## src/rtl/tbdf_pkg.sv

```systemverilog
// Package with constants, types and codes of the thumbnail downscaler.
`default_nettype none

package tbdf_pkg;

  localparam int MAX_WIDTH   = 512;
  localparam int MAX_HEIGHT  = 512;
  localparam int THUMB_WIDTH = 192;

  localparam int DIM_W    = 10;
  localparam int COL_W    = $clog2(MAX_WIDTH);
  localparam int ROW_W    = $clog2(MAX_HEIGHT);
  localparam int ADDR_W   = COL_W + ROW_W;
  localparam int DEPTH    = MAX_WIDTH * MAX_HEIGHT;
  localparam int CHAN_W   = 8;
  localparam int PIX_W    = 3 * CHAN_W;
  localparam int SUM_W    = CHAN_W + 2;
  localparam int OUT_X_W  = 8;
  localparam int ROWS_W   = 17;
  localparam int DVD_W    = 26;
  localparam int DVS_W    = ROWS_W;
  localparam int DIV_CNT_W = $clog2(DVD_W);

  localparam logic [CHAN_W-1:0] ALPHA_OPAQUE = '1;

  localparam logic CMD_LOAD = 1'b0;
  localparam logic CMD_READ = 1'b1;

  localparam logic CFG_SRC_WIDTH  = 1'b0;
  localparam logic CFG_SRC_HEIGHT = 1'b1;

  typedef enum logic [1:0] {
    DIV_ROWS = 2'd0,
    DIV_SY   = 2'd1,
    DIV_HR   = 2'd2
  } div_sel_e;

  typedef struct packed {
    logic       mem_we;
    logic       latch_in;
    logic       div_start;
    div_sel_e   div_sel;
    logic       save_rows;
    logic       save_prod;
    logic       save_sx;
    logic       save_sy;
    logic       save_hr;
    logic       acc_clr;
    logic       mem_rd;
    logic [1:0] sample_idx;
    logic       emit;
    logic       emit_oor;
  } tbdf_cmd_t;

  typedef struct packed {
    logic div_done;
    logic row_oor;
  } tbdf_status_t;

endpackage

`default_nettype wire

```

## src/rtl/tbdf_ctrl.sv

```systemverilog
// Controller state machine that sequences loads, divisions and sample reads.
`default_nettype none

module tbdf_ctrl (
  input  logic                   clk_i,
  input  logic                   rst_ni,
  input  logic                   start,
  input  logic                   cmd_i,
  input  tbdf_pkg::tbdf_status_t status_i,
  output tbdf_pkg::tbdf_cmd_t    cmd_o,
  output logic                   busy
);
  import tbdf_pkg::*;

  typedef enum logic [7:0] {
    S_IDLE  = 8'b00000001,
    S_DROWS = 8'b00000010,
    S_CHECK = 8'b00000100,
    S_PROD  = 8'b00001000,
    S_DSY   = 8'b00010000,
    S_DHR   = 8'b00100000,
    S_READ  = 8'b01000000,
    S_LAST  = 8'b10000000
  } state_e;

  state_e     state_q, state_d;
  logic [1:0] cnt_q, cnt_d;

  always_comb begin
    state_d = state_q;
    cnt_d   = cnt_q;
    cmd_o   = '0;
    cmd_o.div_sel    = DIV_ROWS;
    cmd_o.sample_idx = cnt_q;
    unique case (state_q)
      S_IDLE: begin
        if (start) begin
          if (cmd_i == CMD_READ) begin
            cmd_o.latch_in  = 1'b1;
            cmd_o.div_start = 1'b1;
            cmd_o.div_sel   = DIV_ROWS;
            state_d         = S_DROWS;
          end else begin
            cmd_o.mem_we = 1'b1;
          end
        end
      end
      S_DROWS: begin
        if (status_i.div_done) begin
          cmd_o.save_rows = 1'b1;
          state_d         = S_CHECK;
        end
      end
      S_CHECK: begin
        if (status_i.row_oor) begin
          cmd_o.emit_oor = 1'b1;
          state_d        = S_IDLE;
        end else begin
          cmd_o.save_prod = 1'b1;
          state_d         = S_PROD;
        end
      end
      S_PROD: begin
        cmd_o.save_sx   = 1'b1;
        cmd_o.div_start = 1'b1;
        cmd_o.div_sel   = DIV_SY;
        state_d         = S_DSY;
      end
      S_DSY: begin
        if (status_i.div_done) begin
          cmd_o.save_sy   = 1'b1;
          cmd_o.div_start = 1'b1;
          cmd_o.div_sel   = DIV_HR;
          state_d         = S_DHR;
        end
      end
      S_DHR: begin
        if (status_i.div_done) begin
          cmd_o.save_hr = 1'b1;
          cmd_o.acc_clr = 1'b1;
          cnt_d         = '0;
          state_d       = S_READ;
        end
      end
      S_READ: begin
        cmd_o.mem_rd = 1'b1;
        cnt_d        = cnt_q + 2'd1;
        if (cnt_q == 2'd3) begin
          state_d = S_LAST;
        end
      end
      S_LAST: begin
        cmd_o.emit = 1'b1;
        state_d    = S_IDLE;
      end
      default: begin
        state_d = S_IDLE;
      end
    endcase
  end

  always_ff @(posedge clk_i or negedge rst_ni) begin
    if (!rst_ni) begin
      state_q <= S_IDLE;
      cnt_q   <= '0;
    end else begin
      state_q <= state_d;
      cnt_q   <= cnt_d;
    end
  end

  assign busy = (state_q != S_IDLE);

endmodule

`default_nettype wire

```

## config.mk

```make
export PLATFORM = sky130hd
export DESIGN_NAME = tbdf_ctrl
export DESIGN_NICKNAME = d
export VERILOG_FILES = /design/src/rtl/tbdf_pkg.sv /design/src/rtl/tbdf_ctrl.sv
export SDC_FILE = /design/constraint.sdc
export NUM_CORES = 1
export LEC_CHECK = 0
export BUFFER_PORTS_ARGS = -buffer_cell sky130_fd_sc_hd__buf_2
export CAP_MARGIN = 5
export CORE_MARGIN = 10
export CORE_UTILIZATION = 45
export DETAILED_ROUTE_END_ITERATION = 12
export PLACE_DENSITY = 0.69
export SLEW_MARGIN = 20
export SYNTH_ARGS = -nofsm -noshare
export SYNTH_HDL_FRONTEND = slang
export SYNTH_SLANG_ARGS = --single-unit
```

## constraint.sdc

```tcl
create_clock -name clk_i -period 5 [get_ports clk_i]
set_clock_uncertainty 0.2 [all_clocks]
set_input_delay 0.25 -clock clk_i [delete_from_list [all_inputs] [get_ports clk_i]]
set_output_delay 0.25 -clock clk_i [all_outputs]
set_load 0.02 [all_outputs]
```

# == Yosys cells after proc, flatten, opt, wreduce, memory -nomap -nowiden ==
# Cells that the tools add are included.
# totals
latchBits,0
output_inout_bits,17
input_bits,6
wordCells,50
mem_bits_rw,0
memories,0
mem_bits_ro,0
regBits,10
# op_classes
div,0
reduce_logical,3
bitwise_logic,0
n_addsub,1
eq_ne,16
n_mux,28
magnitude_cmp,0
n_mul,0
shift,0
# ops
operator,count
one-hot mux 8 bit (7 select lines),1
2-to-1 mux 8 bit,6
"!= test 2 bit, second input constant",6
2-to-1 mux 1 bit,11
one-hot mux 3 bit (3 select lines),1
"== test 8 x 1 -> 1 bit, second input constant",1
"== test 8 x 2 -> 1 bit, second input constant",1
"== test 8 x 3 -> 1 bit, second input constant",1
"== test 8 x 4 -> 1 bit, second input constant",1
"== test 8 x 5 -> 1 bit, second input constant",1
"== test 8 x 6 -> 1 bit, second input constant",1
"== test 8 x 7 -> 1 bit, second input constant",1
"== test 8 bit, second input constant",1
2-to-1 mux 2 bit,4
2-to-1 mux 4 bit,2
"!= test 8 x 1 -> 1 bit, second input constant",1
AND reduction 6 bit,1
2-to-1 mux 5 bit,1
one-hot mux 2 bit (2 select lines),1
2-to-1 mux 3 bit,1
"adder 2 x 1 -> 2 bit, second input constant",1
"== test 2 bit, second input constant",1
AND reduction 2 bit,1
nonzero test 2 bit,1

# == Logic depth before layout (Yosys ltp) ==
# Gate-level depths: netlist of the first run.
# depth
word_depth,3
depth_mapped,6
depth_no_buf,5

# == Least setup slack after synthesis of the first run ==
# OpenSTA, ideal clock, no wires.
# synth_path
kind,flip-flop to output port
from,register state_q[5]
to,output cmd_o[15] (netlist name)
path_stages_with_launch,6
slack_ns,2.891
t_arrival_ns,1.659
t_required_ns,4.550
path_buffers,1
path_cell_list,dfrtp_1 -> buf_6 -> or3_4 -> nor4_4 -> nand2_2 -> nor3b_2
# synth_lines
element,line,source
"start, declared",tbdf_ctrl.sv:26,"state_e state_q, state_d;"
"start signal, assigned",tbdf_ctrl.sv:107,state_q <= state_d;
"end, declared",tbdf_ctrl.sv:10,"output tbdf_pkg::tbdf_cmd_t cmd_o,"

==> run metrics, run 1 <==
Sink Count 10; DRC viols 0; post-synthesis cell count 75; GPL Wtd Cong 0.750; Synth Register Bits 10; Crit. Startpoint state_q[5]$_DFFE_PN0P_; fin cells 115; endpoints failing hold 0; max cap viols 0; crit path time final 2.36 ns; top post-synthesis cells by area dfrtp_1 34%, nor2_1 5.6%, dfstp_2 3.9%; post-synthesis sequential area ratio 0.378; setup bufs post-CTS 0; CP endpoint kind output pin; DRT Wirelength 1650 µm; largest net degree at the start of global routing 11; combinational power share 0.371; Worst R2R Start state_q[5]$_DFFE_PN0P_; clk slew on worst S/H paths roughly 0.07 ns; CTS tree yes; CTS max path bufs 2; vias in the first global route 603; Routed wire per std cell approximately 14 µm; total internal power between 150 and 200 µW; Cell variety after synth 33; Final ANT Viol Nets 0; GRT Total Usage 0.100; Max-slew headroom 0.745; clock power share 0.255; CTS Hold Buffers Added 2; FP Rows 13; Fin Setup TNS 0 ns; Synthesized Nets 82; Yosys top cell by area dfrtp_1; Cells after DPL ~110; first-pass detailed-route iteration total 4; die extent in x 58.5 µm; area delta synth->final 24.4%; Multi-input gate area about 370 µm²; H-tree depth 1; Max FO, Critical Path 8; initial drt markers 39; Via density 5.34; required time of the worst setup path 4.55 ns; RSZ-0062 raised after global routing false; number of fill cells in the layout 119; number of port buffers 22; first-pass GRT wire length 2810 µm; Synth warnings 0; reg-to-reg critical path endpoint state_q[4]$_DFFE_PN0P_; P_leak 0.000446 µW; Final Slew Violations 0; CTS resizes 0; sequential cell area about 250 µm²; IO Pins 23; total core area 1350 µm²; Final period util 0.471; FF-to-FF setup slack 3.24 ns; starting density of the core 0.493; CTS buffer count 3; Max Clk Rate 425 MHz; Setup WS post-layout 2.64 ns; mapped cell area between 600 and 700 µm²; initial antenna violation count 0; layout cell share with drive strength beyond 1 0.350; arrival time worst endpoint around 1.9 ns; Pwr Density between 300 and 400 nW/µm²; Crit Path Class register to output pin; dpl hpwl 1260 µm; FF-to-FF path depth 4; pre-CTS setup slack 2.91 ns; Die H 58.5 µm; sw frac 0.361; clk_lat worst skew 0.26 ns; CP endpoint cmd_o[13]; # setup viols final 0; Worst VDD drop 0.181 mV; Root Driver clkbuf_4; Hold/Removal Path Class primary input to register; vias 614; Worst setup SP type register; Sequential Power Share 0.374; diodes inserted 0; Worst-Margin Slew 0.379 ns; area share of the largest cell type after synthesis 0.338; Synth Area per Inst between 8 and 9 µm²; NetSw 104 µW; Final nets 108; outcome finished, final reports clean; global route total overflow 0; area of the die about 3400 µm²
sequential cells by signal (all words and copies together), names as in the netlist:
register and count:
state_q 8, cnt_q 2
synth_stat cells (all sizes together):
cell and n:
and4b 1, inv 5, nor4 4, dfrtp 9
ha 1, nor3 3, a22o 2, nor3b 1
nand2 7, clkbuf 1, nor4b 1, buf 2
o21ai 6, nand2b 3, a21oi 2, or3 1
nand4b 1, nor2b 3, o211ai 1, xnor2 1
nand3 4, and3 1, nor2 10, and2 1
nand4 2, dfstp 1, a211oi 1
cells by family after synthesis:
group / share of synthesized area
AOI/OAI and AO/OA: 0.117
DFF: 0.378
buffers and inverters: 0.0620
xor gates and xnor gates: 0.0132
and+or+nand+nor: 0.412
adders and majority gates: 0.0188
worst min path at each step:
| stage | cells past startpoint | start | to |
|---|---|---|---|
| final | 3 | start | state_q[1]$_DFFE_PN0P_ |
| after global routing | 3 | start | state_q[1]$_DFFE_PN0P_ |
| after CTS | 3 | start | state_q[1]$_DFFE_PN0P_ |
| after detailed placement | 1 | rst_ni | state_q[3]$_DFFE_PN0P_ |
| after global placement | 1 | rst_ni | state_q[3]$_DFFE_PN0P_ |
| after floorplan | 0 | rst_ni | cnt_q[0]$_DFFE_PN0P_ |
power by group through the flow:
stage / Clock (µW) / Combinational, µW / Sequential (µW)
global placement: 0 / 105 / 108
global route: 78.8 / 118 / 109
floorplan: 0 / 83.5 / 103
detailed placement: 0 / 105 / 109
finish: 73.4 / 107 / 108
CTS: 74.3 / 108 / 107
critical path, cell delays in order (launching register included):
cell	delay [ns]
dfrtp_1	0.46
or3_4	0.45
nor4_4	0.27
nand4_2	0.19
o211ai_2	0.10
buf_2	0.18
cell usage in the layout, fill, tap and decap left out, drive strengths merged:
cell type	Yosys	final
a211oi	1	1
a21oi	2	2
a22o	2	2
and2	1	1
and3	1	1
and4b	1	1
buf	2	22
clkbuf	1	4
dfrtp	9	9
dfstp	1	1
dlygate4sd3	0	2
ha	1	1
inv	5	5
nand2	7	7
nand2b	3	3
nand3	4	4
nand4	2	2
nand4b	1	1
nor2	10	10
nor2b	3	3
nor3	3	3
nor3b	1	1
nor4	4	4
nor4b	1	1
o211ai	1	1
o21ai	6	6
or3	1	1
xnor2	1	1
per-layer routing:
layer  wire (µm)  share of wire  global-route usage  vias to the layer above
met2         760           0.46               0.156                       19
met5           0              0                   0                        -
met4          11         0.0067              0.0201                        0
li1            -              -                   -                      314
met1         778           0.47               0.129                      279
met3         102          0.062              0.0365                        2
area by class of cell:
class,instances,area share
multi-input cells,57,0.450
well taps,15,0.0227
inverters,5,0.0227
clock buffers,4,0.0438
flip-flops and latches,10,0.304
repair buffers,24,0.157
stage by stage:
| stage | util | power (µW) | hold slack (ns) | instance area, µm² |
|---|---|---|---|---|
| 4_1_cts | 0.614 | 289 | 0.101 | 828 |
| 5_1_grt | 0.614 | 307 | 0.114 | 828 |
| 3_3_place_gp | 0.572 | 213 | -0.0760 | 772 |
| 6_report | 0.614 | 288 | 0.0951 | 828 |
| 2_1_floorplan | - | 187 | -0.246 | 666 |
| 3_5_place_dp | 0.572 | 214 | -0.0755 | 772 |
(Power assumes the default switching activity.)
==> run 2: changes to the inputs <==
--- a/config.mk
+++ b/config.mk
@@ -8,7 +8,7 @@
 export BUFFER_PORTS_ARGS = -buffer_cell sky130_fd_sc_hd__buf_2
 export CAP_MARGIN = 5
 export CORE_MARGIN = 10
-export CORE_UTILIZATION = 45
+export CORE_UTILIZATION = 43
 export DETAILED_ROUTE_END_ITERATION = 12
 export PLACE_DENSITY = 0.69
 export SLEW_MARGIN = 20
==> constraint.sdc (replaced) <==
create_clock -name clk_i -period 2 [get_ports clk_i]
set_clock_uncertainty 0.2 [all_clocks]
set_input_delay 0.1 -clock clk_i [delete_from_list [all_inputs] [get_ports clk_i]]
set_output_delay 0.1 -clock clk_i [all_outputs]
set_load 0.02 [all_outputs]
==> run 2 against run 1 <==
Against the previous run:
- critical endpoint is now cmd_o[9]
- first-iteration DRC count shrank 74%
- critical path type unchanged
- clock power grew 110%
- largest power group is now combinational cells
- hold slack lost 0.079 ns
- combinational power grew to 3.2 times the previous value
- die area grew 3.1%
- the flow now finishes with violations (setup timing)
- final cell count grew 10%
- flip-flop and latch count is the same
- clock-buffer cell count is the same
==> run metrics, run 2 (synthesized netlist as in run 1, its figures left out) <==
outcome complete, but fails checks; failing checks setup timing; GR met1 Demand/Resource 0.125; required time of the worst setup path roughly 1.7 ns; Worst setup SP type register; met3 Usage GRT 0.0279; Worst-Margin Slew 0.365 ns; Setup WS post-layout -0.0861 ns; pre-CTS setup slack about 0.16 ns; FF-to-FF path depth 4; Top reg by flops state_q; max cap viols 0; vias 682; WHS 0.0160 ns; Pwr Density approximately 810 nW/µm²; CP endpoint kind output pin; arrival time worst endpoint about 1.8 ns; Max Clk Rate 479 MHz; first-pass detailed-route iteration total 5; Worst R2R Start state_q[5]$_DFFE_PN0P_; Max FO, Critical Path 5; CTS tree yes; Final ANT Viol Nets 0; NetSw 287 µW; initial antenna violation count 0; GPL Wtd Cong between 0.7 and 0.8; Hold/Removal Path Class primary input to async pin; first-pass GRT wire length 2990 µm; sw frac 0.373; Sink Count 10; FF-to-FF setup slack between 0.2 and 0.3 ns; RSZ-0062 raised after global routing true; H-tree depth 1; clk_lat worst skew 0.28 ns; die extent in x 59.3 µm; FP Rows 14; layout cell share with drive strength beyond 1 0.414; diodes inserted 0; dpl hpwl 1320 µm; Final Slew Violations 0; number of fill cells in the layout 137; Multi-input gate area 389 µm²; Die H ~59 µm; fin cells 127; CP max stage cell or3_4; clock power share 0.201; Via density 5.37; Routed wire per std cell 15.1 µm; Max-slew headroom 0.755; Final nets 119; total internal power 483 µW; # setup viols final 11; Sequential Power Share 0.351; DRC viols 0; IO Pins 23; largest net degree at the start of global routing 11; area delta synth->final 43.0%; GRT Total Usage 0.110; Root Driver clkbuf_4; Final period util 1.04; most frequent cells in the layout 15 x buf_2, 13 x buf_4, 10 x nor2_1, 8 x dfrtp_1; crit path time final 2.09 ns; starting density of the core 0.447; max incr delay on CP 0.42 ns; initial drt markers 10; CTS buffer count 3; P_leak around 0.00050 µW; number of port buffers 22; M2 GR Usage 0.178; DRT Wirelength 1920 µm; Crit Path Class register to output pin; Largest register FFs 8; worst path cell trace or3_4 -> nor4_4 -> nand2_1 -> nor2_1 -> buf_4; CTS max path bufs 2; Worst VDD drop just under 0.6 mV; total core area 1490 µm²; vias in the first global route 641; Cells after DPL 113; Largest regs state_q (8), cnt_q (2); reg-to-reg critical path endpoint state_q[0]$_DFFE_PN1P_; Fin Setup TNS -0.566 ns; endpoints failing hold 0; combinational power share 0.448; clk slew on worst S/H paths 0.07 ns; global route total overflow 0; commonest non-fill, non-tap cell in the layout buf_2; GRT busiest layer met2; sequential cell area 253 µm²; Power Total 770 µW; area of the die 3520 µm²
==> run 2: through the flow <==
stage	area (µm²)	utilization
2_1_floorplan	666	-
3_3_place_gp	796	0.534
3_5_place_dp	796	0.534
4_1_cts	896	0.602
5_1_grt	952	0.639
6_report	952	0.639
==> run 2: worst max path at each step <==
stage / cells past startpoint / endpoint / startpoint / slack, ns
2_1_floorplan: 5 / cmd_o[15] / state_q[5]$_DFFE_PN0P_ / 0.04
3_3_place_gp: 5 / cmd_o[13] / state_q[7]$_DFFE_PN0P_ / 0.19
3_5_place_dp: 5 / cmd_o[13] / state_q[7]$_DFFE_PN0P_ / 0.16
4_1_cts: 5 / cmd_o[13] / state_q[5]$_DFFE_PN0P_ / -0.1
5_1_grt: 5 / cmd_o[15] / state_q[5]$_DFFE_PN0P_ / -0.19
6_report: 5 / cmd_o[9] / state_q[5]$_DFFE_PN0P_ / -0.09
==> run 2: power groups by stage <==
stage	Clock, µW	Sequential, µW	Combinational (µW)
finish	155	270	345
floorplan	0	258	209
CTS	153	265	291
global placement	0	267	267
detailed placement	0	269	271
global route	165	275	373
==> run 2: timing repair <==
| item | in CTS | in global routing |
|---|---|---|
| endpoints found under the setup margin | 10 | 14 |
| endpoints found under the hold margin | 12 | 0 |
| hold buffers | 5 | 0 |
| pin swaps | 1 | 3 |
| setup buffers | 1 | 4 |
| gates resized for setup | 6 | 9 |
==> run 2: metal layers <==
metal  vias to the layer above  wire (µm)
met1                       319        836
met5                         -          0
li1                        339          -
met2                        20        945
met4                         0         49
met3                         4         89
==> run 2: area by class of cell <==
type | count | area share
Clock buffer | 4 | 0.0276
Inverter | 5 | 0.0197
Multi-Input combinational cell | 57 | 0.409
Sequential cell | 10 | 0.265
Tap cell | 16 | 0.0210
Timing Repair Buffer | 35 | 0.258
==> run 2: critical path: cells and delay by family, from the launching register on <==
family / cells / cell delay (ns)
AND/OR/NAND/NOR: 4 / 0.97
buffers and inverters: 1 / 0.16
flip-flops: 1 / 0.38
